File: src/design/text_console_cell_writer_core_assert.svh
// ----------------------------------------------------------------------------
// Text console cell writer: assertion macros
// Concurrent check macros used by the core's checks. They expect
// clk_i and rst_ni in the scope of use.
// ----------------------------------------------------------------------------
`ifndef TEXT_CONSOLE_CELL_WRITER_CORE_ASSERT_SVH
`define TEXT_CONSOLE_CELL_WRITER_CORE_ASSERT_SVH

// Same-cycle implication, disabled in reset
`define TCCW_ASSERT_IMP(lbl, ante, cons, msg) \
  lbl: assert property (@(posedge clk_i) disable iff (!rst_ni) (ante) |-> (cons)) \
    else $error(msg);

// Next-cycle implication, disabled in reset
`define TCCW_ASSERT_NXT(lbl, ante, cons, msg) \
  lbl: assert property (@(posedge clk_i) disable iff (!rst_ni) (ante) |=> (cons)) \
    else $error(msg);

`endif

File: src/design/tccw_pkg.sv
// ----------------------------------------------------------------------------
// Text console cell writer package
// Geometry constants, field widths, op codes and the shared structs.
// ----------------------------------------------------------------------------
`timescale 1ns / 1ps

package tccw_pkg;

  // Store geometry
  localparam int unsigned MaxCols   = 160;
  localparam int unsigned MaxRows   = 64;
  localparam int unsigned CellCount = MaxCols * MaxRows;

  // Field widths
  localparam int unsigned CharW    = 8;
  localparam int unsigned ColW     = 8;
  localparam int unsigned RowW     = 6;
  localparam int unsigned HgtW     = 7;
  localparam int unsigned AddrW    = $clog2(CellCount);
  localparam int unsigned CfgIdxW  = 1;
  localparam int unsigned CfgDataW = 8;

  // Character codes
  localparam logic [CharW-1:0] NewlineCode = 8'd10;
  localparam logic [CharW-1:0] BlankCode   = 8'h20;

  // Reset geometry
  localparam logic [ColW-1:0]  WidthReset  = ColW'(MaxCols);
  localparam logic [HgtW-1:0]  HeightReset = HgtW'(MaxRows);
  localparam logic [AddrW-1:0] AreaReset   = AddrW'(CellCount);

  // Operation classes from the front end
  typedef enum logic [1:0] {
    OP_READ,
    OP_CHAR,
    OP_NEWLINE
  } tccw_op_e;

  // Configuration register indexes
  typedef enum logic [CfgIdxW-1:0] {
    REG_LINE_LENGTH = 1'b0,
    REG_LINE_COUNT  = 1'b1
  } tccw_reg_e;

  // One classified item in the op queue
  typedef struct packed {
    tccw_op_e         op;
    logic [CharW-1:0] ch;
    logic [AddrW-1:0] rd_addr;
    logic             rd_hit;
  } tccw_entry_t;

  // Geometry in use
  typedef struct packed {
    logic [ColW-1:0]  width;
    logic [HgtW-1:0]  height;
    logic [AddrW-1:0] area;
  } tccw_geo_t;

  // Clamp column count to 1..MaxCols
  function automatic logic [ColW-1:0] sat_width(input logic [ColW-1:0] v);
    logic [ColW-1:0] r;
    if (v == '0) begin
      r = ColW'(1);
    end else if (v > ColW'(MaxCols)) begin
      r = ColW'(MaxCols);
    end else begin
      r = v;
    end
    return r;
  endfunction

  // Clamp row count to 1..MaxRows
  function automatic logic [HgtW-1:0] sat_height(input logic [HgtW-1:0] v);
    logic [HgtW-1:0] r;
    if (v == '0) begin
      r = HgtW'(1);
    end else if (v > HgtW'(MaxRows)) begin
      r = HgtW'(MaxRows);
    end else begin
      r = v;
    end
    return r;
  endfunction

endpackage

File: src/design/tccw_queue.sv
// ----------------------------------------------------------------------------
// Text console cell writer op queue
// Two-entry FIFO between the front end and the executor.
// ----------------------------------------------------------------------------
`timescale 1ns / 1ps

module tccw_queue import tccw_pkg::*; (
  input  logic        clk_i,
  input  logic        rst_ni,
  input  logic        push_i,
  input  tccw_entry_t push_entry_i,
  input  logic        pop_i,
  output tccw_entry_t head_o,
  output logic        full_o,
  output logic        empty_o
);

  localparam int unsigned Depth = 2;
  localparam int unsigned PtrW  = $clog2(Depth);
  localparam int unsigned CntW  = $clog2(Depth + 1);

  tccw_entry_t     slot_q [Depth];
  logic [PtrW-1:0] wr_ptr_q, rd_ptr_q;
  logic [CntW-1:0] count_q;

  assign full_o  = (count_q == CntW'(Depth));
  assign empty_o = (count_q == '0);
  assign head_o  = slot_q[rd_ptr_q];

  // Pointers and fill level
  always_ff @(posedge clk_i or negedge rst_ni) begin
    if (!rst_ni) begin
      wr_ptr_q <= '0;
      rd_ptr_q <= '0;
      count_q  <= '0;
    end else begin
      if (push_i) begin
        wr_ptr_q <= wr_ptr_q + PtrW'(1);
      end
      if (pop_i) begin
        rd_ptr_q <= rd_ptr_q + PtrW'(1);
      end
      unique case ({push_i, pop_i})
        2'b10:   count_q <= count_q + CntW'(1);
        2'b01:   count_q <= count_q - CntW'(1);
        default: count_q <= count_q;
      endcase
    end
  end

  // Entry storage
  always_ff @(posedge clk_i) begin
    if (push_i) begin
      slot_q[wr_ptr_q] <= push_entry_i;
    end
  end

endmodule

File: config.mk
export PLATFORM = sky130hd
export DESIGN_NAME = tccw_queue
export DESIGN_NICKNAME = d
export VERILOG_FILES = /design/src/design/text_console_cell_writer_core_assert.svh /design/src/design/tccw_pkg.sv /design/src/design/tccw_queue.sv
export SDC_FILE = /design/constraint.sdc
export NUM_CORES = 1
export LEC_CHECK = 0
export ABC_AREA = 1
export BUFFER_PORTS_ARGS = -buffer_cell sky130_fd_sc_hd__buf_2
export CAP_MARGIN = 40
export CORE_MARGIN = 2
export CORE_UTILIZATION = 52
export DETAILED_ROUTE_END_ITERATION = 10
export PLACE_DENSITY = 0.74
export RECOVER_POWER = 25
export SKIP_CTS_REPAIR_TIMING = 1
export SLEW_MARGIN = 20
export SYNTH_ARGS = -nofsm -noshare
export SYNTH_HDL_FRONTEND = slang
export SYNTH_SLANG_ARGS = --single-unit
File: constraint.sdc
create_clock -name clk_i -period 2.4 [get_ports clk_i]
set_input_delay 0.48 -clock clk_i [delete_from_list [all_inputs] [get_ports clk_i]]
set_output_delay 0.48 -clock clk_i [all_outputs]
set_load 0.005 [all_outputs]
; Word level (Yosys, flattened, before mapping)
; Memories as Yosys holds them, arrays and structs flattened.
; Cells that the tools add are included.
; W data, S select, Z words.
[totals]
output_inout_bits = 27
input_bits = 29
regBits = 4
mem_count = 1
ramBits = 50
wordCells = 16
[mem_list]
columns = name, depth, word_bits, read_ports, rd_clocked_by_memory_dff, write_ports, line_no
row1 = slot_q, 2, 25, 1, 0, 1, tccw_queue.sv:22  ; tccw_entry_t slot_q [Depth];
[classes]
mux = 3
n_reduce_logical = 2
eq_ne = 3
addsub = 4
[op_table]
columns = operator, n
row1 = $eq A2 B2 Y1 const B, 2
row2 = $pmux W2 S2, 1
row3 = $add A1 B1 Y1 const B, 2
row4 = $add A2 B1 Y2 const B, 1
row5 = $eq A2 B1 Y1 const B, 1
row6 = $logic_not A2 Y1, 1
row7 = $mux W1, 2
row8 = $reduce_bool A2 Y1, 1
row9 = $sub A2 B1 Y2 const B, 1

; Depth between registers and ports, before layout
; Gate-level depths: netlist of run 1.
[logic_depth]
depth_word = 2
depth_mapped = 7

; Worst setup path after synthesis of run 1
; No wires, ideal clock.
[synth_timing]
path_kind = input to register
startpoint = in push_i
endpoint = mem slot_q[0][0] (netlist name), enable pin
path_stages = 2
setup_slack_ns = 0.401
arrival_time_ns = 1.592
n_path_buf = 0
cell_sequence = inv_1 > nor2_1
[synth_via]
elab_chain_cells = 2
[synth_lines]
columns = element, line_no
row1 = start: declaration, tccw_queue.sv:10  ; input logic push_i,
row2 = $mux W1, tccw_queue.sv:53  ; if (push_i) begin
row3 = $mux W1 (implied by the code), tccw_queue.sv:54  ; slot_q[wr_ptr_q] <= push_entry_i;
row4 = end: declaration, tccw_queue.sv:22
; No other way between the ends.

==> impl_metrics.json, run 1 <==
{
  "outcome": "finished clean",
  "final-max-slew-violation-count": 0,
  "comb_power_share_pct": 32.3,
  "start_util_pct": 54.72,
  "drt_pre_antenna_iters": 4,
  "multi_input_area_um2": 395.4,
  "p_sw_w": 0.0008686,
  "cts_buffer_depth": 2,
  "grt_use_total_pct": 15.72,
  "synth_top_area_share_pct": 68.10,
  "finClkSkew_ns": 0.004327,
  "dp_hpwl_mm": 2.586,
  "cp.arrival_ns": 1.52,
  "reg2regPathDepth": 3,
  "grt_max_degree": 32,
  "reg2reg_from": "wr_ptr_q$_DFFE_PN0P_",
  "slew_headroom_pct": 68.14,
  "powerDensity_nw_per_um2": 1054,
  "finalSetupTns_ns": 0,
  "synth.distinct_cells": 13,
  "ir_drop_v": 0.0006812,
  "hold_viol": 0,
  "synth_area_um2": 2205,
  "worst_pin_slew_ns": 0.4779,
  "place.gp.congestion": 0.6907,
  "insertion_delay_ns": 0.29,
  "min-delay-start": "push_entry_i[2]",
  "cts_sinks": 54,
  "start_kind": "flip-flop",
  "critPathMaxFanout": 31,
  "synth_most_common_cell": "edfxtp_1",
  "clkPwrFrac_pct": 16.7,
  "crit_type": "flip-flop to primary output",
  "crit_path_end_kind": "primary output",
  "pwr-share-seq_pct": 51.0,
  "period_needed_ns": 2.005,
  "netlist_instances": 155,
  "cap_violations": 0,
  "whs_path_depth": 1,
  "fp.dieW_um": 69.11,
  "die_area_um2": 4776,
  "synth_top_cell_by_area": "edfxtp_1",
  "routed_wl_mm": 3.394,
  "routed_via_density": 4.704,
  "synth-edff-count": 50,
  "p_leak_nw": 1.130,
  "area_delta_synth_final_pct": 17.14,
  "hp-class": "input port to flip-flop",
  "drc": 0,
  "cts_buffers": 5,
  "die_h_um": 69.11,
  "setup_viol": 0,
  "synthArstFlopShare_pct": 7.407,
  "wl_per_cell_um": 12.71,
  "io_buffers": 55,
  "syn-num-nets": 185,
  "synthTopCellsByArea": "edfxtp_1 68%, o21ai_2 9.9%, inv_1 5.3%, nand2_1 5.1%, dfrtp_1 4.5%",
  "rows": 23,
  "cts_root_buf": "clkbuf_8",
  "ff_latch_area_um2": 1603,
  "nets": 246,
  "grt_pass1_wl_mm": 5.906,
  "core_um2": 4029,
  "fillCellCount": 321,
  "drive_above_1_share_pct": 41.01,
  "num_vias": 1256,
  "rsz0062_at_grt": "false",
  "cts_tree": "built",
  "ys.flop_type": "edfxtp_1",
  "ys_seq_elements": 54,
  "first_global_vias": 1327,
  "finalPower_w": 0.002723,
  "yosys-top-cells-count": "50 x edfxtp_1, 31 x inv_1, 30 x nand2_1",
  "diodes": 0,
  "hold_end": "slot_q[1][2]$_DFFE_PP_",
  "fin_crit_sh_pct": 83.54,
  "clk_pin_slew_ns": 0.09,
  "max_freq_ghz": 0.4988,
  "sw_frac_of_total_pct": 31.91,
  "overflow": 0,
  "reg2reg_to": "slot_q[1][14]$_DFFE_PP_",
  "ios": 56,
  "drt_iter0_drc": 61,
  "htreeDepth": 2,
  "postSynthAreaPerCell_um2": 14.22,
  "final_antenna_net_count": 0,
  "required_ns": 1.92,
  "yosysWarnings": 0,
  "antenna_found_initial": 0,
  "ys_seq_area_share_pct": 72.64,
  "internal_power_w": 0.001854,
  "r2r_slack_ns": 0.99
}
-- worst max path at each step --
stage	from	to	slack [ns]
2_1_floorplan	push_i	slot_q[0][0]$_DFFE_PP_	0.40
3_3_place_gp	rd_ptr_q$_DFFE_PN0P_	head_o[16]	0.74
3_5_place_dp	rd_ptr_q$_DFFE_PN0P_	head_o[11]	0.70
4_1_cts	rd_ptr_q$_DFFE_PN0P_	head_o[11]	0.38
5_1_grt	rd_ptr_q$_DFFE_PN0P_	head_o[0]	0.28
6_report	rd_ptr_q$_DFFE_PN0P_	head_o[11]	0.40
-- cells by family (layout without fill, tap and decap cells) --
group / Yosys count / after routing / synth area share [%]
xor gates and xnor gates: 3 / 3 / 1.192
and+or+nand+nor: 35 / 35 / 6.129
buffers and inverters: 37 / 99 / 9.535
AOI/OAI and AO/OA: 25 / 25 / 9.932
DFF: 54 / 54 / 72.64
adders and majority gates: 1 / 1 / 0.5674
-- registers in the layout (all words and copies together) (netlist names) --
name      flops
rd_ptr_q      1
wr_ptr_q      1
count_q       2
slot_q       50
-- critical path, cell delays in order, from the launching register on --
cell and delay, ns:
dfrtp_2 0.68, buf_12 0.26, nand2_1 0.10, o21ai_2 0.06
buf_2 0.12
-- power groups by stage --
stage | combinational (W) | clock, W | sequential (W)
after detailed placement | 0.000900 | 0 | 0.00141
after global routing | 0.00100 | 0.000506 | 0.00141
final | 0.000881 | 0.000454 | 0.00139
after global placement | 0.000870 | 0 | 0.00140
after floorplan | 0.000734 | 0 | 0.00133
after CTS | 0.000903 | 0.000466 | 0.00139
-- layer usage --
metal	routed length (um)	global-route usage [%]	vias up
li1	-	-	638
met1	1351	17.52	584
met2	1858	29.38	30
met3	158	3.947	4
met4	26	4.575	0
met5	0	0	-
-- cells in the final DEF (no fill, tap or decap), drive strengths merged --
| master | instances |
|---|---|
| buf | 55 |
| clkbuf | 10 |
| clkinv | 2 |
| dfrtp | 4 |
| dlygate4sd3 | 1 |
| edfxtp | 50 |
| ha | 1 |
| inv | 31 |
| nand2 | 30 |
| nand3 | 1 |
| nand4 | 1 |
| nor2 | 3 |
| o21ai | 25 |
| xnor2 | 1 |
| xor2 | 2 |
-- per-stage QoR --
step | utilization (%) | hold WS, ns | std cells | worst slack, ns | area (um2)
after floorplan | - | 0.1844 | 155 | 0.4007 | 2205
after global placement | 61.93 | 0.2902 | 258 | 0.7375 | 2495
after detailed placement | 61.93 | 0.2948 | 258 | 0.7015 | 2495
after CTS | 63.98 | -0.02198 | 266 | 0.3809 | 2577
after global routing | 64.10 | 0.3470 | 267 | 0.2808 | 2582
final | 64.10 | 0.3729 | 267 | 0.3950 | 2582
-- final cells by class --
type,count,share of cell area [%]
sequential,54,62.06
multi-input combinational,64,15.31
timing repair buffer,60,12.50
inverter,31,4.506
clock buffer,6,2.810
tap,50,2.422
clock inverter,2,0.3876
No activity file was read; power rests on OpenSTA's default activity.
==> run 2, diff against run 1 <==
--- a/config.mk
+++ b/config.mk
@@ -9,9 +9,9 @@
 export BUFFER_PORTS_ARGS = -buffer_cell sky130_fd_sc_hd__buf_2
 export CAP_MARGIN = 40
 export CORE_MARGIN = 2
-export CORE_UTILIZATION = 52
+export CORE_UTILIZATION = 47
 export DETAILED_ROUTE_END_ITERATION = 10
-export PLACE_DENSITY = 0.74
+export PLACE_DENSITY = 0.71
 export RECOVER_POWER = 25
 export SKIP_CTS_REPAIR_TIMING = 1
 export SLEW_MARGIN = 20
==> constraint.sdc (replaced) <==
create_clock -name clk_i -period 1.77 [get_ports clk_i]
set_input_delay 0.354 -clock clk_i [delete_from_list [all_inputs] [get_ports clk_i]]
set_output_delay 0.354 -clock clk_i [all_outputs]
set_load 0.005 [all_outputs]
==> run 2 against run 1 <==
  * Clock skew is 0.0055 ns higher
  * Clock power rose by 41%
  * Hold slack worse by 0.14 ns
  * Global-route usage down 1.9 points
  * Wire length shrank 1.7%
  * Register-to-register slack worse by 0.47 ns
  * Critical path depth is the same
  * Count of clock-buffer cells in the layout increased by 1
  * Die area rose by 10%
  * Final area hardly changed
  * Highest routed layer unchanged
  * Non-clock buffer count up 2
  * Combinational power grew 45%
==> impl_metrics.json, run 2 (same netlist as run 1, synthesis figures left out) <==
{
  "wl_per_cell_um": 12.31,
  "die_area_um2": 5255,
  "whs_path_depth": 1,
  "placed_area_um2": 2500,
  "reg2regPathDepth": 3,
  "fin_crit_sh_pct": 90.82,
  "overflow": 0,
  "drt_iter0_drc": 91,
  "rsz0062_at_grt": "false",
  "finClkSkew_ns": 0.009874,
  "hold_end": "slot_q[0][10]$_DFFE_PP_",
  "finalNonFillerCells": 271,
  "drt_pre_antenna_iters": 4,
  "crit_path_end_kind": "primary output",
  "ios": 56,
  "hp-class": "input port to flip-flop",
  "cts_tree": "built",
  "min-delay-start": "push_entry_i[10]",
  "utilization_pct": 58.16,
  "p_leak_nw": 1.116,
  "cts_buffers": 5,
  "cts_sinks": 54,
  "antenna_found_initial": 0,
  "largest_register": "slot_q",
  "area_delta_synth_final_pct": 17.25,
  "reg_top3": "slot_q x50, count_q x2",
  "start_util_pct": 49.61,
  "crit_type": "flip-flop to primary output",
  "powerDensity_nw_per_um2": 1437,
  "htreeDepth": 2,
  "nets": 248,
  "mostFrequentLayoutCells": "50 x edfxtp_1, 45 x buf_2, 31 x inv_1",
  "insertion_delay_ns": 0.30,
  "first_global_vias": 1182,
  "cp.arrival_ns": 1.25,
  "drive_above_1_share_pct": 37.90,
  "routed_via_density": 4.631,
  "routed_wl_mm": 3.337,
  "grt_max_degree": 29,
  "outcome": "finished clean",
  "finalSetupTns_ns": 0,
  "place.gp.congestion": 0.7161,
  "final_antenna_net_count": 0,
  "cap_violations": 0,
  "start_kind": "flip-flop",
  "fillCellCount": 374,
  "reg2reg_from": "wr_ptr_q$_DFFE_PN0P_",
  "final-max-slew-violation-count": 0,
  "ir_drop_v": 0.0006363,
  "io_buffers": 55,
  "required_ns": 1.42,
  "period_needed_ns": 1.607,
  "worst_pin_slew_ns": 0.2920,
  "die_h_um": 72.49,
  "grt_pass1_wl_mm": 5.457,
  "setup_viol": 0,
  "ff_latch_area_um2": 1603,
  "clk_pin_slew_ns": 0.09,
  "hold_viol": 0,
  "fp.dieW_um": 72.49,
  "r2r_slack_ns": 0.52,
  "drc": 0,
  "grt_use_total_pct": 13.84,
  "slew_headroom_pct": 80.51,
  "final_common_cell": "edfxtp_1",
  "cts_root_buf": "clkbuf_8",
  "dp_hpwl_mm": 2.361,
  "critPathMaxFanout": 28,
  "reg2reg_to": "slot_q[1][3]$_DFFE_PP_",
  "cts_buffer_depth": 2,
  "max_freq_ghz": 0.6221,
  "core_um2": 4444,
  "placedCellCount": 262,
  "num_vias": 1255,
  "multi_input_area_um2": 395.4,
  "finalPower_w": 0.003714,
  "largest_register_ff_count": 50,
  "diodes": 0,
  "rows": 24,
  "finalInstanceArea_um2": 2585
}
[run 2: changes by cell type in the layout (fill, tap and decap cells not counted)]
cell,change
clkbuf_1,+7
buf_2,-6
buf_6,+2
clkinv_2,-2
buf_12,-1
buf_4,+1
clkinv_1,+1
[run 2: cell type report]
class | count | area share [%]
Clock buffer | 7 | 2.953
Clock inverter | 1 | 0.1452
Inverter | 31 | 4.501
Multi-Input combinational cell | 64 | 15.30
Sequential cell | 54 | 62.00
Tap cell | 52 | 2.517
Timing Repair Buffer | 62 | 12.58
[run 2: worst max-delay path by stage]
stage	end	startpoint	slack, ns	cells past startpoint
floorplan	slot_q[0][0]$_DFFE_PP_	wr_ptr_q$_DFFE_PN0P_	0.29	1
global placement	head_o[20]	rd_ptr_q$_DFFE_PN0P_	0.44	4
detailed placement	head_o[3]	rd_ptr_q$_DFFE_PN0P_	0.41	4
CTS	head_o[3]	rd_ptr_q$_DFFE_PN0P_	0.07	4
global route	head_o[20]	rd_ptr_q$_DFFE_PN0P_	0.06	4
finish	head_o[3]	rd_ptr_q$_DFFE_PN0P_	0.16	4
[run 2: routing by layer]
layer  wire length [um]  vias up  GRT usage, %  share of wire [%]
met1               1462      577         18.02                 44
met2               1658       34         22.02                 50
met3                183        5         4.444                5.5
li1                   -      639             -                  -
met4                 31        0         4.938               0.93
met5                  0        -             0                  0
[run 2: per-stage QoR]
stage | hold slack (ns) | setup WS, ns
5_1_grt | 0.2182 | 0.06118
3_3_place_gp | 0.1672 | 0.4379
6_report | 0.2344 | 0.1625
2_1_floorplan | 0.05841 | 0.2908
4_1_cts | -0.1631 | 0.06795
3_5_place_dp | 0.1668 | 0.4129
[run 2: worst max-delay path, cell delays in order, from the launching register on]
cell	delay, ns
dfrtp_2	0.39
buf_6	0.26
nand2_1	0.10
o21ai_2	0.07
buf_2	0.13
[run 2: power breakdown]
| group | internal (W) | switching, W | total [W] |
|---|---|---|---|
| registers | 0.00170 | 0.0000931 | 0.00180 |
| clock network | 0.000276 | 0.000364 | 0.000640 |
| logic | 0.000543 | 0.000735 | 0.00128 |
