$ cat src/design/text_console_cell_writer_core_assert.svh
// ----------------------------------------------------------------------------
// Text console cell writer: assertion macros
// Concurrent check macros used by the core's checks. They expect
// clk_i and rst_ni in the scope of use.
// ----------------------------------------------------------------------------
`ifndef TEXT_CONSOLE_CELL_WRITER_CORE_ASSERT_SVH
`define TEXT_CONSOLE_CELL_WRITER_CORE_ASSERT_SVH

// Same-cycle implication, disabled in reset
`define TCCW_ASSERT_IMP(lbl, ante, cons, msg) \
  lbl: assert property (@(posedge clk_i) disable iff (!rst_ni) (ante) |-> (cons)) \
    else $error(msg);

// Next-cycle implication, disabled in reset
`define TCCW_ASSERT_NXT(lbl, ante, cons, msg) \
  lbl: assert property (@(posedge clk_i) disable iff (!rst_ni) (ante) |=> (cons)) \
    else $error(msg);

`endif

$ cat src/design/tccw_pkg.sv
// ----------------------------------------------------------------------------
// Text console cell writer package
// Geometry constants, field widths, op codes and the shared structs.
// ----------------------------------------------------------------------------
`timescale 1ns / 1ps

package tccw_pkg;

  // Store geometry
  localparam int unsigned MaxCols   = 160;
  localparam int unsigned MaxRows   = 64;
  localparam int unsigned CellCount = MaxCols * MaxRows;

  // Field widths
  localparam int unsigned CharW    = 8;
  localparam int unsigned ColW     = 8;
  localparam int unsigned RowW     = 6;
  localparam int unsigned HgtW     = 7;
  localparam int unsigned AddrW    = $clog2(CellCount);
  localparam int unsigned CfgIdxW  = 1;
  localparam int unsigned CfgDataW = 8;

  // Character codes
  localparam logic [CharW-1:0] NewlineCode = 8'd10;
  localparam logic [CharW-1:0] BlankCode   = 8'h20;

  // Reset geometry
  localparam logic [ColW-1:0]  WidthReset  = ColW'(MaxCols);
  localparam logic [HgtW-1:0]  HeightReset = HgtW'(MaxRows);
  localparam logic [AddrW-1:0] AreaReset   = AddrW'(CellCount);

  // Operation classes from the front end
  typedef enum logic [1:0] {
    OP_READ,
    OP_CHAR,
    OP_NEWLINE
  } tccw_op_e;

  // Configuration register indexes
  typedef enum logic [CfgIdxW-1:0] {
    REG_LINE_LENGTH = 1'b0,
    REG_LINE_COUNT  = 1'b1
  } tccw_reg_e;

  // One classified item in the op queue
  typedef struct packed {
    tccw_op_e         op;
    logic [CharW-1:0] ch;
    logic [AddrW-1:0] rd_addr;
    logic             rd_hit;
  } tccw_entry_t;

  // Geometry in use
  typedef struct packed {
    logic [ColW-1:0]  width;
    logic [HgtW-1:0]  height;
    logic [AddrW-1:0] area;
  } tccw_geo_t;

  // Clamp column count to 1..MaxCols
  function automatic logic [ColW-1:0] sat_width(input logic [ColW-1:0] v);
    logic [ColW-1:0] r;
    if (v == '0) begin
      r = ColW'(1);
    end else if (v > ColW'(MaxCols)) begin
      r = ColW'(MaxCols);
    end else begin
      r = v;
    end
    return r;
  endfunction

  // Clamp row count to 1..MaxRows
  function automatic logic [HgtW-1:0] sat_height(input logic [HgtW-1:0] v);
    logic [HgtW-1:0] r;
    if (v == '0) begin
      r = HgtW'(1);
    end else if (v > HgtW'(MaxRows)) begin
      r = HgtW'(MaxRows);
    end else begin
      r = v;
    end
    return r;
  endfunction

endpackage

$ cat src/design/tccw_if.sv
// ----------------------------------------------------------------------------
// Text console cell writer channels
// Valid/ready channel bundles for items, results and register writes.
// ----------------------------------------------------------------------------
`timescale 1ns / 1ps

// Item channel
interface tccw_in_if import tccw_pkg::*; ();
  logic             valid;
  logic             ready;
  logic             cmd;
  logic [CharW-1:0] char_byte;
  logic [RowW-1:0]  read_row;
  logic [ColW-1:0]  read_col;

  modport source (output valid, cmd, char_byte, read_row, read_col, input ready);
  modport sink   (input valid, cmd, char_byte, read_row, read_col, output ready);
endinterface


$ cat src/design/tccw_front.sv
// ----------------------------------------------------------------------------
// Text console cell writer front end
// Accepts items, sorts them into read / char / newline and works out the
// linear address and range hit of a read before it enters the op queue.
// ----------------------------------------------------------------------------
`timescale 1ns / 1ps

module tccw_front import tccw_pkg::*; (
  tccw_in_if.sink     in_i,
  input  tccw_geo_t   geo_i,
  input  logic        q_full_i,
  input  logic        clearing_i,
  output logic        push_o,
  output tccw_entry_t entry_o
);

  logic [RowW+ColW-1:0] row_base;

  // Take an item when the queue has room and the store is not being cleared
  assign in_i.ready = !q_full_i && !clearing_i;
  assign push_o     = in_i.valid && in_i.ready;

  // Linear cell address of a read: row * width + column
  assign row_base = in_i.read_row * geo_i.width;

  // Classify
  always_comb begin
    entry_o.ch      = in_i.char_byte;
    entry_o.rd_addr = AddrW'(row_base) + AddrW'(in_i.read_col);
    entry_o.rd_hit  = ({1'b0, in_i.read_row} < geo_i.height) &&
                      (in_i.read_col < geo_i.width);
    if (in_i.cmd) begin
      entry_o.op = OP_READ;
    end else if (in_i.char_byte == NewlineCode) begin
      entry_o.op = OP_NEWLINE;
    end else begin
      entry_o.op = OP_CHAR;
    end
  end

endmodule

$ cat src/flat_wrapper.sv
// flat-port wrapper written by rule: the top's interface ports become plain ports
module tccw_front_flat import tccw_pkg::*;
  (geo_i, q_full_i, clearing_i, push_o, entry_o, in_i_valid, in_i_cmd, in_i_char_byte, in_i_read_row, in_i_read_col, in_i_ready);
  tccw_in_if in_i_i ();
  input  tccw_geo_t geo_i;
  input  logic q_full_i;
  input  logic clearing_i;
  output logic push_o;
  output tccw_entry_t entry_o;
  input wire logic [$bits(in_i_i.valid)-1:0] in_i_valid;
  input wire logic [$bits(in_i_i.cmd)-1:0] in_i_cmd;
  input wire logic [$bits(in_i_i.char_byte)-1:0] in_i_char_byte;
  input wire logic [$bits(in_i_i.read_row)-1:0] in_i_read_row;
  input wire logic [$bits(in_i_i.read_col)-1:0] in_i_read_col;
  output wire logic [$bits(in_i_i.ready)-1:0] in_i_ready;
  assign in_i_i.valid = in_i_valid;
  assign in_i_i.cmd = in_i_cmd;
  assign in_i_i.char_byte = in_i_char_byte;
  assign in_i_i.read_row = in_i_read_row;
  assign in_i_i.read_col = in_i_read_col;
  assign in_i_ready = in_i_i.ready;
  tccw_front u_core (.in_i(in_i_i), .geo_i(geo_i), .q_full_i(q_full_i), .clearing_i(clearing_i), .push_o(push_o), .entry_o(entry_o));
endmodule
$ cat config.mk
export PLATFORM = sky130hd
export DESIGN_NAME = tccw_front_flat
export DESIGN_NICKNAME = d
export VERILOG_FILES = /design/src/design/text_console_cell_writer_core_assert.svh /design/src/design/tccw_pkg.sv /design/src/design/tccw_if.sv /design/src/design/tccw_front.sv /design/src/flat_wrapper.sv
export SDC_FILE = /design/constraint.sdc
export NUM_CORES = 1
export LEC_CHECK = 0
export BUFFER_PORTS_ARGS = -buffer_cell sky130_fd_sc_hd__buf_2
export CAP_MARGIN = 20
export CORE_MARGIN = 2
export CORE_UTILIZATION = 53
export DETAILED_ROUTE_END_ITERATION = 10
export PLACE_DENSITY_LB_ADDON = 0.25
export SKIP_LAST_GASP = 1
export SYNTH_ARGS = -nofsm -noshare
export SYNTH_HDL_FRONTEND = slang
export SYNTH_SLANG_ARGS = --single-unit
export TNS_END_PERCENT = 100
$ cat constraint.sdc
create_clock -name vclk -period 4
set_input_delay 0 -clock vclk [all_inputs]
set_output_delay 0 -clock vclk [all_outputs]
set_load 0.05 [all_outputs]
* Word level (Yosys, flattened, before mapping)
Index checks and enable logic that the tools add are counted.
** Storage, ports and cells
- Output and inout port bits :: 27
- Bits of input ports :: 55
- Register bits after elaboration :: 0
- Logic and storage cells :: 12
** Operators by class
- Equal/unequal tests :: 1
- Muxes and demuxes :: 2
- Order comparisons :: 2
- Add/sub/neg operators :: 1
- $mul :: 1
- Reduce and logical (&&, ||, !) cells :: 5
** Operators by type and width (number)
- $add A14 B8 Y14 :: 1
- $mul A6 B8 Y14 :: 1
- $eq A8 B4 Y1 const B :: 1
- $lt A8 B8 Y1 :: 1
- $lt A6 B7 Y1 :: 1
- $mux W2 :: 2
- $logic_and A1 B1 Y1 :: 3
- $logic_not A1 Y1 :: 2

* Logic depth before layout (Yosys ltp)
Gate-level depths: netlist of the first run.
- Depth in word-level cells :: 3
- Gate-level depth with buffers :: 15
- Gate-level depth less buffers :: 15

* Least setup slack after synthesis of the first run
Ideal clock, no wire load.
- Path type :: input -> output
- Start :: input in_i_read_row[2]
- End :: output entry_o[14] (netlist bit)
- Arrival :: 4.339 ns
- Slack :: -0.339 ns
- Data required time :: 4.000 ns
- Cell stages on the path :: 15
- Cell sequence :: and2_1 -> fa_1 -> inv_1 -> fa_1 -> inv_1 -> fa_1 -> inv_1 -> fa_1 -> inv_1 -> ha_1 -> o21ai_0 -> o21ai_0 -> nand2_1 -> o211a_1 -> nor3_1
** RTL lines
- start: declaration :: line flat_wrapper.sv:13 : input wire logic [$bits(in_i_i.read_row)-1:0] in_i_read_row;
- end: declaration :: line flat_wrapper.sv:9 : output tccw_entry_t entry_o;

==> results of run 1 <==
-- power by group --
part | switching [W] | internal (W)
clock | 0 | 0
sequential | 0 | 0
combinational | 0.00106 | 0.000559
-- what timing repair did --
action | 4_1_cts | 5_1_grt
hold buffers | 0 | 0
endpoints found under the setup margin | 3 | 7
gates resized for setup | 2 | 17
pin swaps | 0 | 5
cloned | 0 | 0
-- area by class of cell --
cell class	instances	share of cell area (%)
inverters	45	6.20
multi-input cells	214	74.9
well taps	50	2.30
repair buffers	81	16.6
-- metal layers --
metal,global-route usage (%),part of all wire [%]
met4,2.25,1.1
met5,0,0
met3,0.325,5.4
met1,28.4,42
met2,42.4,51
-- cells in the final DEF (no fill, tap or decap), types with 2 or more instances in the layout --
cell type,instances
nor3_1,2
inv_1,45
xor2_1,2
o21ai_0,8
o211a_1,2
xnor2_1,3
a211oi_1,3
a21oi_1,13
o21ai_1,2
nor4_1,2
buf_4,19
a21o_1,6
nor2b_1,4
ha_1,42
nor2_1,12
nand2b_1,3
nand4_1,2
and2_1,40
buf_2,62
nand2_1,17
fa_1,30
-- cell families after synthesis --
kind of cell	synth area share [%]
AO/OA/AOI/OAI	12.9
buffers and inverters	10.3
adder cells (fa/ha/maj)	52.0
XOR/XNOR	2.37
AND/OR/NAND/NOR	22.4
-- critical path: stages --
cell and delay [ps]:
buf_2 100, and2_1 170, fa_1 540, inv_1 60, fa_1 480, inv_1 60
fa_1 530, inv_1 50, fa_1 490, inv_1 60, ha_4 290, o21ai_1 90
o21ai_1 220, nand2_1 110, o211a_1 220, nor3_2 150, buf_4 210
-- per-stage QoR --
step                      hold WS [ps]  power, W  utilization, %  area [sq um]  setup TNS, ps
after floorplan                    167   0.00121               -          2230              0
after global placement             298   0.00151            66.8          2670          -3.63
after detailed placement           300   0.00152            66.8          2670          -74.4
after CTS                          300   0.00154            66.9          2680              0
after global routing               309   0.00178            68.1          2730          -52.7
final                              300   0.00162            68.1          2730              0
-- worst max-delay path by stage --
stage               slack (ps)  cells past startpoint        startpoint           to
floorplan                   50                     14  in_i_read_row[2]  entry_o[13]
global placement            -4                     17  in_i_read_row[2]  entry_o[12]
detailed placement         -50                     17  in_i_read_row[2]  entry_o[12]
CTS                         30                     17  in_i_read_row[2]  entry_o[12]
global route               -30                     17  in_i_read_row[2]  entry_o[14]
finish                     150                     17  in_i_read_row[2]  entry_o[14]
==> results by group, run 1 <==
Run status
  • Status: finished clean

Logic synthesis
  • Dominant cells by area after synthesis: fa_1, ha_1, and2_1, inv_1, a21oi_1
  • Seq/Total Area, Yosys: 0%
  • Post-synth top cells: inv_1, ha_1, and2_1, fa_1, nand2_1
  • Synth Cell Area: 0.00221 sq mm
  • Ys Warns: 0
  • Mapped Nets: 396
  • Dominant cell type by area after synthesis: fa_1
  • Yosys cell types: 34
  • Post-synth top area share: 27.1%
  • Count leader, synth: inv_1
  • Cells after Synth: between 200 and 300
  • Synthesized area per cell: 8.29 sq um

Routing
  • TritonRoute pass-1 iters: 4
  • Wire per inst: around 13 um
  • Residual DRC count: 0
  • Via/cell ratio: 5.24
  • Via count: approximately 2000
  • Post-Route WL: 4.93 mm
  • Final ANT Viol Nets: 0
  • Initial DRC Count: 100

Flow run
  • Max-cap violations: 0

GRT
  • Initial antenna violation count: 0
  • Grt total ovfl: 0
  • Largest net degree at the start of global routing: 9
  • Gr usage total: between 20 and 25%
  • First-pass GRT wire length: 8.03 mm
  • Vias in the first global route: 1874

Layout
  • Synthesis-to-finish area growth: 23.1%
  • Multi-input logic area: 0.00204 sq mm
  • Final non-filler cell total: about 400
  • ANT cells: 0
  • Fillers: 346
  • CLK BUF: 0
  • Final Net Count: 471
  • FF+latch count: 0
  • Share of layout cells above drive strength 1: 26.8%
  • Sequential standard cell area: 0 sq um

Power
  • LEAKAGE: approximately 1.6 nW
  • VDD IR max: 1.06 mV
  • Pwr/cell area: a little under 600 mW/mm^2

Die
  • Core region area: 0.00400 sq mm
  • Die H: 68.6 um
  • Ports: 82
  • Die W: 68.6 um
  • Die Area: roughly 0.0047 sq mm
  • Starting Density: a little under three fifths
  • Core Rows: 23

Placed design
  • HPWL after detailed placement: around 4.4 mm
  • Placement Setup Slack: -45.6 ps
  • Placed Instances: 390
  • Port bufs: 68
  • Placer's final routability congestion estimate: 0.859

Critical path
  • CP Data Required Time: ~4000 ps
  • Setup crit end kind: output port
  • Element type at the critical path start: input pin
  • CP arrival: 3850 ps
  • Peak fanout along the critical path: 4
  • WS Path Type: input pin to output port

Hold path
  • Worst hold path depth: 2
  • Min-delay src: in_i_char_byte[1]
  • Hold WC Path Type: input pin to output port
  • WHS Endpoint: entry_o[16]

Timing
  • Final setup violation count: 0
  • Fmax: 260 MHz
  • RSZ-0062 raised after global routing: true
  • Final Cycle Share: a little over nine tenths
  • Min Tclk post-route: 3850 ps
  • Count of pins over their slew limit: 0
  • Relative slew margins: 77.0%
  • Worst setup margin: roughly 150 ps
  • Worst Max-Slew Pin Slew: roughly 340 ps
  • Final Hold Fails: 0

Clock network
  • Number of post-CTS setup repair buffers: 0
Note: power is estimated with default switching activity, not from simulation.
==> run 2: changes to the inputs <==
==> constraint.sdc (replaced) <==
create_clock -name vclk -period 4
set_input_delay 0.4 -clock vclk [all_inputs]
set_output_delay 0.4 -clock vclk [all_outputs]
set_load 0.05 [all_outputs]
==> run 2 against run 1 <==
The flow now finishes with violations (negative setup slack). Setup slack lost 700 ps. Critical path depth fell by 1. Cell area rose by 22%. Cell count rose by 9.5%. Largest cell class unchanged.
==> results by group, run 2 (synthesized netlist as in run 1, its figures left out) <==
Layout
  • ANT cells: 0 (unchanged)
  • Final non-filler cell total: 427 (+9.5%)
  • Share of layout cells above drive strength 1: 41.4% (+15 points)
  • FF+latch count: 0 (unchanged)
  • Synthesis-to-finish area growth: 49.8%
  • Leading cell type in the layout, fill and taps excluded: buf_2
  • Most frequent cells in the layout: buf_2, buf_4, inv_1
  • Fin util: 82.9% (+15 points)
  • CLK BUF: 0 (unchanged)
  • Sequential standard cell area: 0 sq um (unchanged)
  • Final Net Count: 508 (+7.9%)

Timing
  • Final Cycle Share: 114% (+18 points)
  • Min Tclk post-route: 4560 ps (+705 ps)
  • Worst setup margin: -555 ps (-705 ps)
  • Final Hold Fails: 0 (unchanged)
  • Relative slew margins: 77.2% (+0.19 points)
  • Worst Max-Slew Pin Slew: 339 ps (-2.84 ps)
  • RSZ-0062 raised after global routing: true
  • Count of pins over their slew limit: 0 (unchanged)
  • Fmax: 220 MHz (-15%)
  • Final setup violation count: 9 (+9)

Run status
  • Failing checks: negative setup slack
  • Status: finished with violations

Routing
  • Top layer reached by signal wires: met4
  • Post-Route WL: 5.67 mm (+15%)
  • Routed met3 length: 256 um (-3.4%)
  • Initial DRC Count: 77 (-23%)
  • Routed length on met2: 3.14 mm (+24%)
  • Residual DRC count: 0 (unchanged)
  • TritonRoute pass-1 iters: 4 (unchanged)
  • Final ANT Viol Nets: 0 (unchanged)
  • Via/cell ratio: 5.28 (+0.86%)
  • Via count: 2255 (+10%)
  • Wire per inst: 13.3 um (+5.0%)
  • Wl on met1: 2.22 mm (+6.8%)

Placed design
  • HPWL after detailed placement: 4.79 mm (+9.4%)
  • Port bufs: 68 (unchanged)
  • Placer's final routability congestion estimate: 0.919 (+7.0%)
  • Placed Instances: 424 (+8.7%)

GRT
  • Gr usage total: 24.9% (+2.9 points)
  • Largest net degree at the start of global routing: 9 (unchanged)
  • Vias in the first global route: 2172 (+16%)
  • Initial antenna violation count: 0 (unchanged)
  • First-pass GRT wire length: 9.03 mm (+12%)
  • Grt total ovfl: 0 (unchanged)

Critical path
  • WS Path Type: input pin to output port
  • CP Data Required Time: 3600 ps (-400 ps)
  • Peak fanout along the critical path: 4 (unchanged)
  • Element type at the critical path start: input pin
  • Setup crit end kind: output port
  • CP arrival: 4160 ps (+310 ps)

Hold path
  • Hold WC Path Type: input pin to output port

Power
  • VDD IR max: 1.72 mV (+62%)
  • Pwr/cell area: 750 mW/mm^2 (+26%)
  • LEAKAGE: 1.81 nW (+16%)

Die
  • Die H: 68.6 um (unchanged)
  • Core Rows: 23 (unchanged)
  • Die W: 68.6 um (unchanged)
  • Core region area: 0.00400 sq mm (unchanged)
  • Die Area: 0.00471 sq mm (unchanged)
  • Starting Density: 55.4% (unchanged)
  • Ports: 82 (unchanged)

Clock network
  • Hold Buf Count CTS: 0 (unchanged)

Flow run
  • Max-cap violations: 0 (unchanged)
-- run 2: worst paths after layout --
path                  slack (ps)           to  cells past startpoint              start
worst max-delay path        -560  entry_o[13]                     16          geo_i[26]
worst min-delay path        1100  entry_o[16]                      2  in_i_char_byte[1]
-- run 2: power by group --
part	leakage, nW	internal, W	switching, W	total (W)
Sequential	0	0	0	0
Combinational	1.81	0.00112	0.00137	0.00249
Clock	0	0	0	0
Total	1.81	0.00112	0.00137	0.00249
-- run 2: stage by stage --
step	hold WS, ps	power [W]	setup TNS (ps)	area [sq um]	worst slack, ps
floorplan	967	0.00146	-2070	2370	-348
global placement	1100	0.00199	-4100	3060	-594
detailed placement	1100	0.00204	-4840	3060	-675
CTS	1100	0.00243	-3600	3290	-504
global route	1110	0.00267	-5230	3320	-680
finish	1100	0.00249	-4080	3320	-555
-- run 2: routing by layer --
layer | GRT usage [%] | vias to the layer above
li1 | - | 1089
met1 | 30.8 | 1098
met2 | 48.4 | 62
met3 | 0.649 | 6
met4 | 4.25 | 0
met5 | 0 | -
-- run 2: what timing repair did --
action                     in CTS  in global routing
resized for setup              51                 11
setup endpoints to repair       9                 10
buffers inserted                5                  1
pin swaps                      27                  6
-- run 2: final cells by class --
type	count	area, sq um
multi-input combinational	214	2260
timing repair buffer	118	825
fill	249	683
inverter	45	169
tap	50	62.6
-- run 2: worst max-delay path, cell delays in order --
cell,delay [ps]
buf_8,100
and2_4,150
fa_1,530
inv_1,50
fa_1,470
inv_1,50
fa_1,480
inv_1,50
fa_1,510
inv_2,50
ha_4,300
nand4b_1,180
a21boi_2,320
o41ai_4,130
xnor2_2,190
buf_6,180
==> run 3: changes to the inputs <==
TNS_END_PERCENT = 5   (was 100)
==> run 3 against run 2 <==
The flow still finishes with violations (negative setup slack). Via count down 3.0%. Utilization down 7.2 points. Maximum frequency up 1.1%. Critical path depth down 1. First-iteration DRC count down 26%. Routed wire length down 3.8%. Die area unchanged. Worst hold slack about the same.
==> results by group, run 3 (synthesized netlist as in run 1, its figures left out) <==
Flow run
  • Max-cap violations: 0 (unchanged)

Placed design
  • Placement Setup Slack: -670 ps (+4.93 ps)
  • Port bufs: 68 (unchanged)
  • HPWL after detailed placement: 4.85 mm (+1.3%)
  • Placed Instances: 420 (-0.94%)
  • Placer's final routability congestion estimate: 0.877 (-4.6%)

Critical path
  • WS Path Type: input pin to output port
  • Peak fanout along the critical path: 8 (+4)
  • CP arrival: 4110 ps (-50 ps)
  • CP startpoint: in_i_read_row[2]
  • Setup crit end kind: output port
  • Element type at the critical path start: input pin
  • CP Data Required Time: 3600 ps (about the same)

Die
  • Core region area: 0.00400 sq mm (unchanged)
  • Starting Density: 55.4% (unchanged)
  • Ports: 82 (unchanged)
  • Core Rows: 23 (unchanged)
  • Die Area: 0.00471 sq mm (unchanged)
  • Die W: 68.6 um (unchanged)
  • Die H: 68.6 um (unchanged)

GRT
  • Most Crowded Layer GR: met2
  • First-pass GRT wire length: 8.92 mm (-1.2%)
  • Grt total ovfl: 0 (unchanged)
  • M3 GR Usage: 0.649% (unchanged)
  • Vias in the first global route: 2085 (-4.0%)
  • Met2 GRT Util: 48.1% (-0.36 points)
  • Largest net degree at the start of global routing: 9 (unchanged)
  • Initial antenna violation count: 0 (unchanged)
  • Met1 global-route usage: 30.0% (-0.78 points)
  • Gr usage total: 24.8% (-0.12 points)

Timing
  • Worst hold margin: 1100 ps (-0.280 ps)
  • Final Hold Fails: 0 (unchanged)
  • Fmax: 222 MHz (+1.1%)
  • Final setup violation count: 9 (unchanged)
  • Min Tclk post-route: 4510 ps (-48.4 ps)
  • Worst setup margin: -507 ps (+48.4 ps)
  • Worst Max-Slew Pin Slew: 395 ps (+55.5 ps)
  • Final Cycle Share: 113% (-1.2 points)
  • Relative slew margins: 73.5% (-3.6 points)
  • RSZ-0062 raised after global routing: true
  • Count of pins over their slew limit: 0 (unchanged)

Hold path
  • Min-delay src: in_i_char_byte[3]
  • Hold WC Path Type: input pin to output port

Layout
  • Synthesis-to-finish area growth: 36.8%
  • ANT cells: 0 (unchanged)
  • Most frequent cells in the layout: buf_2, buf_4, inv_1
  • Leading cell type in the layout, fill and taps excluded: buf_2
  • CLK BUF: 0 (unchanged)
  • Sequential standard cell area: 0 sq um (unchanged)
  • Share of layout cells above drive strength 1: 35.1% (-6.2 points)
  • FF+latch count: 0 (unchanged)
  • Final Net Count: 501 (-1.4%)
  • Final non-filler cell total: 420 (-1.6%)

Routing
  • TritonRoute pass-1 iters: 4 (unchanged)
  • Wire per inst: 13.0 um (-2.2%)
  • Residual DRC count: 0 (unchanged)
  • Via count: 2187 (-3.0%)
  • Final ANT Viol Nets: 0 (unchanged)
  • Post-Route WL: 5.45 mm (-3.8%)
  • Initial DRC Count: 57 (-26%)
  • Via/cell ratio: 5.21 (-1.4%)

Clock network
  • Hold Buf Count CTS: 0 (unchanged)

Run status
  • Status: finished with violations
  • Failing checks: negative setup slack

Power
  • Pwr/cell area: 655 mW/mm^2 (-13%)
  • VDD IR max: 1.15 mV (-33%)
  • LEAKAGE: 1.73 nW (-4.7%)
[run 3: timing repair]
item                                    in CTS  in global routing
endpoints found under the setup margin       9                 10
pin swaps                                    5                  0
gates resized for setup                     14                  1
setup buffers                                0                  0
[run 3: final cells by class]
type / instances / area (sq um)
multi-input combinational: 214 / 2110
fill: 325 / 971
timing repair buffer: 111 / 689
inverter: 45 / 169
tap: 50 / 62.6
[run 3: layer usage]
layer / wire length [um] / up-vias
li1: - / 1077
met1: 2160 / 1032
met2: 2900 / 68
met3: 228 / 10
met4: 162 / 0
met5: 0 / -
[run 3: worst paths after layout]
path,to,slack (ps),cells after the start
max,entry_o[13],-510,15
min,entry_o[18],1100,2
[run 3: stage by stage]
stage / setup TNS [ps] / power, W / util, % / instance area, sq um
after global routing: -5530 / 0.00216 / 75.7 / 3030
final: -4040 / 0.00199 / 75.7 / 3030
after floorplan: -2460 / 0.00133 / - / 2310
after global placement: -4200 / 0.00183 / 74.4 / 2970
after CTS: -4070 / 0.00199 / 75.6 / 3030
after detailed placement: -4690 / 0.00188 / 74.4 / 2970
[run 3: where the power goes]
part | internal (W) | switching [W] | leakage (nW)
combinational | 0.000814 | 0.00117 | 1.73
sequential | 0 | 0 | 0
clock | 0 | 0 | 0
[run 3: worst max-delay path, stage by stage]
cell	delay, ps
buf_2	140
and2_1	180
fa_1	490
ha_1	290
inv_1	50
fa_1	490
fa_1	510
inv_1	40
ha_1	290
a21o_1	200
a21oi_2	190
a21boi_2	120
o41ai_4	370
xnor2_2	160
buf_6	180
